<file path="config.mk">
export PLATFORM = sky130hd
export DESIGN_NAME = bdshot_erpm_decode
export DESIGN_NICKNAME = d
export VERILOG_FILES = /design/src/sv/bdsd_pkg.sv /design/src/sv/bdshot_erpm_decode.sv /design/src/sv/bdsd_decode.sv /design/src/sv/bdsd_div_cell.sv
export VERILOG_INCLUDE_DIRS = /design/src /design/src/sv
export SDC_FILE = /design/constraint.sdc
export NUM_CORES = 2
export LEC_CHECK = 0
export ABC_AREA = 0
export BUFFER_PORTS_ARGS = -buffer_cell sky130_fd_sc_hd__buf_2
export CAP_MARGIN = 30
export CORE_ASPECT_RATIO = 0.6
export CORE_MARGIN = 3
export CORE_UTILIZATION = 51
export DETAILED_ROUTE_END_ITERATION = 7
export GPL_TIMING_DRIVEN = 1
export PLACE_DENSITY = 0.66
export SLEW_MARGIN = 20
export SYNTH_ARGS = -nofsm -noshare
export SYNTH_HDL_FRONTEND = slang
export SYNTH_SLANG_ARGS = --single-unit
</file>
<file path="constraint.sdc">
create_clock -name clk -period 82.5 [get_ports clk]
set_input_delay 12.375 -clock clk [delete_from_list [all_inputs] [get_ports clk]]
set_output_delay 12.375 -clock clk [all_outputs]
set_load 0.01 [all_outputs]
</file>
<file path="src/sv/bdshot_erpm_decode_defines.svh">
// Assertion macros for the bidirectional DShot eRPM decoder.
`ifndef BDSHOT_ERPM_DECODE_DEFINES_SVH
`define BDSHOT_ERPM_DECODE_DEFINES_SVH

`ifndef SYNTHESIS
`define BDSD_ASSERT(lbl, prop) \
  lbl: assert property (@(posedge clk) disable iff (!rst_n) prop) \
    else $error("bdsd assertion failed");
`define BDSD_ASSERT_RST(lbl, prop) \
  lbl: assert property (@(posedge clk) prop) \
    else $error("bdsd reset assertion failed");
`else
`define BDSD_ASSERT(lbl, prop)
`define BDSD_ASSERT_RST(lbl, prop)
`endif

`endif

</file>
<file path="src/sv/bdsd_pkg.sv">
// Shared types, constants and GCR map for the DShot eRPM decoder.
package bdsd_pkg;

  localparam int unsigned FRAME_W = 20;
  localparam int unsigned QUO_W   = 20;
  localparam int unsigned DVS_W   = 16;
  localparam int unsigned N_CELLS = QUO_W;

  localparam logic [QUO_W-1:0] ERPM_NUMER   = 20'd600000;
  localparam logic [11:0]      STOPPED_CODE = 12'hFFF;
  localparam logic [3:0]       CHK_GOOD     = 4'hF;

  typedef struct packed {
    logic             err;
    logic [QUO_W-1:0] num;
    logic [DVS_W-1:0] dvs;
    logic [DVS_W-1:0] rem;
    logic [QUO_W-1:0] quo;
  } bdsd_cell_t;

  // {bad, nibble}
  function automatic logic [4:0] gcr_decode(input logic [4:0] sym);
    logic [4:0] res;
    case (sym)
      5'd9:    res = {1'b0, 4'h9};
      5'd10:   res = {1'b0, 4'hA};
      5'd11:   res = {1'b0, 4'hB};
      5'd13:   res = {1'b0, 4'hD};
      5'd14:   res = {1'b0, 4'hE};
      5'd15:   res = {1'b0, 4'hF};
      5'd18:   res = {1'b0, 4'h2};
      5'd19:   res = {1'b0, 4'h3};
      5'd21:   res = {1'b0, 4'h5};
      5'd22:   res = {1'b0, 4'h6};
      5'd23:   res = {1'b0, 4'h7};
      5'd25:   res = {1'b0, 4'h0};
      5'd26:   res = {1'b0, 4'h8};
      5'd27:   res = {1'b0, 4'h1};
      5'd29:   res = {1'b0, 4'h4};
      5'd30:   res = {1'b0, 4'hC};
      default: res = {1'b1, 4'h0};
    endcase
    return res;
  endfunction

endpackage

</file>
<file path="src/sv/bdshot_erpm_decode.sv">
// Top level: bidirectional DShot telemetry frame to eRPM/100 decoder.
// Pipeline: 1 decode stage followed by 20 divider cells.
// Throughput: one frame per cycle unless the output stalls; the 20-cell divider chain is fully pipelined.
// A stalled output beat freezes the whole chain; synchronous active-low reset clears
// all valid bits.
`include "bdshot_erpm_decode_defines.svh"

module bdshot_erpm_decode (
  input  logic                         clk,
  input  logic                         rst_n,
  input  logic                         in_valid,
  output logic                         in_ready,
  input  logic [bdsd_pkg::FRAME_W-1:0] in_raw_frame,
  output logic                         out_valid,
  input  logic                         out_ready,
  output logic                         out_frame_error,
  output logic [bdsd_pkg::QUO_W-1:0]   out_erpm_hundreds
);

  logic                 en;
  logic                 vld   [bdsd_pkg::N_CELLS+1];
  bdsd_pkg::bdsd_cell_t chain [bdsd_pkg::N_CELLS+1];

  assign en       = !out_valid || out_ready;
  assign in_ready = en;

  bdsd_decode u_decode (
    .clk      (clk),
    .rst_n    (rst_n),
    .en       (en),
    .in_vld   (in_valid),
    .raw      (in_raw_frame),
    .out_vld  (vld[0]),
    .out_data (chain[0])
  );

  for (genvar i = 0; i < bdsd_pkg::N_CELLS; i++) begin : g_cell
    bdsd_div_cell u_cell (
      .clk      (clk),
      .rst_n    (rst_n),
      .en       (en),
      .in_vld   (vld[i]),
      .in_data  (chain[i]),
      .out_vld  (vld[i+1]),
      .out_data (chain[i+1])
    );
  end

  assign out_valid         = vld[bdsd_pkg::N_CELLS];
  assign out_frame_error   = chain[bdsd_pkg::N_CELLS].err;
  assign out_erpm_hundreds = chain[bdsd_pkg::N_CELLS].quo;

  `BDSD_ASSERT(a_err_zero, (out_valid && out_frame_error) |-> (out_erpm_hundreds == '0))
  `BDSD_ASSERT(a_max_value, out_valid |-> (out_erpm_hundreds <= bdsd_pkg::ERPM_NUMER))
  `BDSD_ASSERT(a_accept_enters, (in_valid && in_ready) |=> vld[0])
  `BDSD_ASSERT_RST(a_reset_clears, !rst_n |=> !out_valid)

endmodule

</file>
<file path="src/sv/bdsd_decode.sv">
// Front stage: frame check, RLL/GCR decode, checksum and divider setup.
module bdsd_decode (
  input  logic                           clk,
  input  logic                           rst_n,
  input  logic                           en,
  input  logic                           in_vld,
  input  logic [bdsd_pkg::FRAME_W-1:0]   raw,
  output logic                           out_vld,
  output bdsd_pkg::bdsd_cell_t           out_data
);

  logic [bdsd_pkg::FRAME_W-1:0] w;
  logic [bdsd_pkg::FRAME_W-1:0] d;
  logic [4:0]                   g0, g1, g2, g3;
  logic [15:0]                  word;
  logic                         sym_bad;
  logic                         chk_bad;
  logic [11:0]                  pay;
  logic                         stopped;
  logic [bdsd_pkg::DVS_W-1:0]   period;
  logic                         err;
  logic                         zero_out;
  bdsd_pkg::bdsd_cell_t         data_nxt;
  bdsd_pkg::bdsd_cell_t         data_r;
  logic                         vld_r;

  always_comb begin
    w       = ~raw;
    d       = w ^ (w >> 1);
    g0      = bdsd_pkg::gcr_decode(d[4:0]);
    g1      = bdsd_pkg::gcr_decode(d[9:5]);
    g2      = bdsd_pkg::gcr_decode(d[14:10]);
    g3      = bdsd_pkg::gcr_decode(d[19:15]);
    word    = {g3[3:0], g2[3:0], g1[3:0], g0[3:0]};
    sym_bad = g0[4] | g1[4] | g2[4] | g3[4];
    chk_bad = (g0[3:0] ^ g1[3:0] ^ g2[3:0] ^ g3[3:0]) != bdsd_pkg::CHK_GOOD;
    pay     = word[15:4];
    stopped = (pay == bdsd_pkg::STOPPED_CODE);
    period  = bdsd_pkg::DVS_W'(pay[8:0]) << pay[11:9];
    err     = !w[0] | sym_bad | chk_bad | (!stopped && period == '0);
    zero_out = err | stopped;

    data_nxt.err = err;
    data_nxt.num = zero_out ? '0
                 : bdsd_pkg::ERPM_NUMER + bdsd_pkg::QUO_W'(period[bdsd_pkg::DVS_W-1:1]);
    data_nxt.dvs = zero_out ? bdsd_pkg::DVS_W'(1) : period;
    data_nxt.rem = '0;
    data_nxt.quo = '0;
  end

  always_ff @(posedge clk) begin
    if (!rst_n) begin
      vld_r <= 1'b0;
    end else if (en) begin
      vld_r <= in_vld;
    end
  end

  always_ff @(posedge clk) begin
    if (en) begin
      data_r <= data_nxt;
    end
  end

  assign out_vld  = vld_r;
  assign out_data = data_r;

endmodule

</file>
<file path="src/sv/bdsd_div_cell.sv">
// One restoring division step: yields one quotient bit per cell.
`include "bdshot_erpm_decode_defines.svh"

module bdsd_div_cell (
  input  logic                 clk,
  input  logic                 rst_n,
  input  logic                 en,
  input  logic                 in_vld,
  input  bdsd_pkg::bdsd_cell_t in_data,
  output logic                 out_vld,
  output bdsd_pkg::bdsd_cell_t out_data
);

  logic [bdsd_pkg::DVS_W:0]   trial;
  logic [bdsd_pkg::DVS_W:0]   diff;
  logic                       ge;
  bdsd_pkg::bdsd_cell_t       data_nxt;
  bdsd_pkg::bdsd_cell_t       data_r;
  logic                       vld_r;

  always_comb begin
    trial = {in_data.rem, in_data.num[bdsd_pkg::QUO_W-1]};
    diff  = trial - {1'b0, in_data.dvs};
    ge    = trial >= {1'b0, in_data.dvs};

    data_nxt.err = in_data.err;
    data_nxt.dvs = in_data.dvs;
    data_nxt.num = {in_data.num[bdsd_pkg::QUO_W-2:0], 1'b0};
    data_nxt.rem = ge ? diff[bdsd_pkg::DVS_W-1:0] : trial[bdsd_pkg::DVS_W-1:0];
    data_nxt.quo = {in_data.quo[bdsd_pkg::QUO_W-2:0], ge};
  end

  always_ff @(posedge clk) begin
    if (!rst_n) begin
      vld_r <= 1'b0;
    end else if (en) begin
      vld_r <= in_vld;
    end
  end

  always_ff @(posedge clk) begin
    if (en) begin
      data_r <= data_nxt;
    end
  end

  assign out_vld  = vld_r;
  assign out_data = data_r;

  `BDSD_ASSERT(a_rem_below_dvs, vld_r |-> (data_r.rem < data_r.dvs))
  `BDSD_ASSERT(a_hold_on_stall, !en |=> $stable(vld_r))
  `BDSD_ASSERT(a_err_passes, (en && in_vld) |=> (data_r.err == $past(in_data.err)))

endmodule

</file>
======== After elaboration in Yosys (flattened, before gate mapping) ========
Memory sizes are Yosys's and may differ from the RTL's.
Index checks and enable logic that the tools add are counted.
word-level totals
  bits in latches ......................... 0
  register bits ........................... 1086
  input bits .............................. 24
  memories kept ........................... 4
  word-level logic and storage cells ...... 206
  memory bits (read-only) ................. 640
  bits in writable memories ............... 0
  output and inout port bits .............. 23
memories
  name             depth  bits a word  read ports  clocked after Yosys merged registers in  write ports  line            source
  (no name shown)  32     5            1           0                                        0            bdsd_pkg.sv:24  case (sym)
  (no name shown)  32     5            1           0                                        0            bdsd_pkg.sv:24
  (no name shown)  32     5            1           0                                        0            bdsd_pkg.sv:24
  (no name shown)  32     5            1           0                                        0            bdsd_pkg.sv:24
cells by class
  multiplexer cells ....................... 19
  multiply operators ...................... 0
  magnitude comparators ................... 20
  shift operators ......................... 1
  eq/ne operators ......................... 2
  reduce and logical (&&, ||, !) cells .... 6
  $add $sub $neg .......................... 20
  divide/modulo/power cells ............... 0
  bitwise gates (word level) .............. 12
operator list
  kind                    count
  $ge 17x16->1            19
  $mux 16                 18
  $sub 16x16->16          18
  $add 20x15->20 const A  1
  $not 20->20             1
  $xor 20x19->20          1
  $ge 1x16->1             1
  $logic_not 16->1        1
  $shl 9x3->16            1
  $sub 1x16->16           1
  $eq 12x12->1 const B    1
  $xor 4x4->4             3
  $or 1x1->1              7
  $ne 4x4->1 const B      1
  $logic_not 1->1         3
  $logic_and 1x1->1       1
  $logic_or 1x1->1        1
  $mux 1                  1

======== Longest topological paths before layout ========
An unclocked memory read counts as a cell.
  word-level depth ........................ 10
  depth in mapped cells ................... 16
  mapped depth without buffers ............ 13

======== By module ========
A second synthesis with hierarchy kept.
unflattened totals
  cells, all modules ...................... 5043
  area total of the unflattened synthesis .. 71542.4 um^2
modules (own cells, without submodules)
  module                                 area an instance (um^2)  seq. area each (um^2)  times used  cells an instance
  bdsd_div_cell (g_cell[10].u_cell ...)  3400.8                   2182.1                 14          230
  bdsd_div_cell (g_cell[0].u_cell ...)   3439.5                   2182.1                 3           234
  bdsd_decode                            3528.4                   860.8                  1           418
  bdsd_div_cell (g_cell[16].u_cell)      3375.7                   2182.1                 1           235
  bdsd_div_cell (g_cell[18].u_cell)      3363.2                   2182.1                 1           237
  bdsd_div_cell (g_cell[9].u_cell)       3339.5                   2182.1                 1           230
  bdshot_erpm_decode                     6.3                      0.0                    1           1

======== Worst setup path after synthesis ========
Ideal clock, no wire load.
  kind .................................... input-to-output
  start ................................... in out_ready
  end ..................................... out in_ready
  cell stages on the path ................. 3
  setup slack ............................. 31631 ps
  data required time ...................... 70125 ps
  buffers on the path ..................... 1
  arrival ................................. 38494 ps
  cells stage by stage .................... nor2b_1 inv_1 clkbuf_1
on the way
  cells in the longest elaborated chain, start to end .. 1
RTL lines
  what              line                      source
  from (decl)       bdshot_erpm_decode.sv:15  input logic out_ready,
  $logic_or 1x1->1  bdshot_erpm_decode.sv:24  assign en = !out_valid || out_ready;
  to (decl)         bdshot_erpm_decode.sv:12  output logic in_ready,
Every way passes these cells.

======== Worst setup path after layout ========
Same ends and word-level chain as after synthesis.

==> summary.md <==
| Metric | Value |
|---|---|
| Status | `complete, no violations` |
| Tightest Pin Transition | `1.13 ns` |
| Residual DRC count | `0` |
| Clock sinks | `975` |
| Startpoint types | `primary input` |
| Critical path type | `primary input to primary output` |
| Share of layout cells above drive strength 1 | `8.68%` |
| HP Class | `register to register` |
| Fmax | `38.0 MHz` |
| Post-synth cell types | `86` |
| Leak pwr | `20.3 nW` |
| Most frequent cells in the layout | `954 x edfxtp_1, 403 x inv_1, 349 x nor2_1` |
| FF-to-FF setup slack | `78.49 ns` |
| Post-DP HPWL | `69.8 mm` |
| IO buf count | `46` |
| Synth top area cells | `edfxtp_1 59%, ha_1 8.1%, a21oi_1 3.3%` |
| Worst-path cell chain | `buf_2 -> nor2b_1 -> buf_4 -> inv_8 -> buf_2` |
| FF-to-FF path depth | `11` |
| Clk pin slew, worst setup/hold paths | `0.07 ns` |
| Antenna Nets Post-Route | `0` |
| Die Height | `245 microns` |
| Post-synth top area share | `58.8%` |
| Antenna violations before repair | `0` |
| CTS buffer count | `91` |
| # rows | `87` |
| Largest net degree at the start of global routing | `178` |
| Buf+Inv Stages, Crit Path | `4` |
| Tmin final | `26.28 ns` |
| Avg Inst Size Synth | `12.3 sq um` |
| Post-place setup slack | `56.11 ns` |
| Total power | `2.05 mW` |
| WP data arrival | `13.91 ns` |
| Most common cell after layout, fill and taps aside | `edfxtp_1` |
| Cells after synthesis | `3,957` |
| Worst Path Max Fanout | `124` |
| TritonCTS clock tree | `done` |
| Layout area overhead | `9.61%` |
| Placed insts | `5,164` |
| WHS Path Cells | `0` |
| Largest area contributor in the netlist | `edfxtp_1` |
| Vias | `30,000` |
| Buffer type at the clock tree root | `clkbuf_16` |
| Max VDD drop | `0.0195 mV` |
| Reg-to-reg critical path startpoint | `g_cell[11].u_cell.out_data[37]` |
| Ys Warns | `0` |
| # resized after CTS | `0` |
| WL final | `99.1 mm` |
| Slew margin rel. | `24.8%` |
| Overall Global Routing Usage | `20.0%` |
| Clock Skew | `0.0313 ns` |
| Grt total ovfl | `0` |
| First-pass GRT wire length | `156 mm` |
| DRT iter0 DRCs | `3,148` |
| Chip Width | `405 microns` |
| Final worst path period share | `31.9%` |
| RSZ-0062 raised after global routing | `no` |
| Post-CTS setup buffers | `0` |
| Async SR Flop Fraction | `0%` |
| Gpl congestion | `0.870` |
| Final worst-path setup slack | `56.22 ns` |
| Vias in the first global route | `27,100` |
| Final hold vios | `0` |
| Final setup viols | `0` |
| H-tree lvl count | `3` |
| Crit. End Element | `primary output` |
| Later-pin clock latency in the skew report | `0.69 ns` |
| Initial Util | `51.7%` |
| Max incr delay on CP | `0.63 ns` |
| Max-cap viol count | `0` |
| EDFF count, synth | `954` |
| Mapped cell area | `0.0487 sq mm` |
| Non-Filler Instances | `5,337` |
| Largest delay share family, worst path | `buffers and inverters` |
| Hold EP | `g_cell[5].u_cell.out_data[72]` |
| # diodes | `0` |
| Slowest CP cell | `nor2b_1` |
| Drt wl/cell | `18.6 microns` |
| Via density | `5.62` |
| DR pass1 iterations | `5` |
| Hold Slack | `0.407 ns` |
| Crit Reg-Reg Endpoint | `g_cell[12].u_cell.out_data[24]` |
| Ports | `47` |
| CTS Hold Buffers Added | `0` |
| Pwr per Cell Area | `38.5 mW/mm^2` |
| Clock buffer depth | `3` |
| FF+latch count, synth | `975` |
| Post-Synthesis Net Count | `4,314` |
| Min-delay src | `g_cell[4].u_cell.out_data[72]` |
| CORE AREA | `0.0943 sq mm` |
| Final net count | `4,371` |
| Slew Limit Fails | `0` |
| Setup TNS | `0 ns` |
| Most common cell on crit path | `buf_2` |
| Die ar. | `0.0994 sq mm` |
| Worst path required time | `70.12 ns` |
| Register area share after synthesis | `59.7%` |
| Top FF cell, synth | `edfxtp_1` |
cell families after synthesis:
kind of cell,synth area share (%)
AO/OA/AOI/OAI,11.2
XOR/XNOR,4.55
adder cells (fa/ha/maj),8.83
buffers and inverters,4.20
flip-flops,59.7
multiplexers,2.09
AND/OR/NAND/NOR,9.42
routing by layer:
metal / wire [microns] / GRT usage (%)
met1: 55900 / 36.6
met5: 0 / 0
met2: 34100 / 22.6
met4: 1350 / 3.36
met3: 7790 / 4.54
stage by stage:
stage	utilization [%]	instance area [sq um]
after detailed placement	53.3	50300
after CTS	56.6	53300
after floorplan	-	48700
after global placement	53.3	50200
final	56.6	53400
after global routing	56.6	53400
flip-flops by register name, indices dropped and copies added (netlist names):
| signal | count |
|---|---|
| g_cell.u_cell.out_data | 926 |
| g_cell.u_cell.out_vld | 20 |
| u_decode.out_data | 28 |
| u_decode.out_vld | 1 |
power breakdown:
part / internal (mW) / total (mW) / switching (mW)
combinational: 0.368 / 0.832 / 0.464
sequential: 0.725 / 0.790 / 0.0647
clock: 0.244 / 0.433 / 0.189
Yosys cell counts, types with 32 or more instances:
library cell	n
o21ai_0	113
nor3_1	99
clkbuf_1	57
nor2b_1	67
a21boi_0	35
nor2_1	349
mux2_2	85
a21oi_1	317
ha_1	315
xor2_1	90
xnor2_1	158
inv_1	404
edfxtp_1	954
a21o_1	109
nand2b_1	40
nand3_1	43
nand2_1	171
o211ai_1	48
or3_1	32
nand4_1	62
final cells by class:
type                            instances  area [sq um]
Inverter                              406          1530
Clock inverter                         55           606
Clock buffer                          115          2450
Timing Repair Buffer                   69           523
Multi-Input combinational cell       2471         17600
Fill cell                            7736         40900
Tap cell                             1246          1560
Sequential cell                       975         29100
worst max path at each step:
stage,to,startpoint,slack (ns),cells past startpoint
floorplan,in_ready,out_ready,31.63,3
global placement,in_ready,out_ready,56.16,5
detailed placement,in_ready,out_ready,56.11,5
CTS,in_ready,out_ready,56.11,5
global route,in_ready,out_ready,55.95,5
finish,in_ready,out_ready,56.22,5
(Power assumes the default switching activity.)
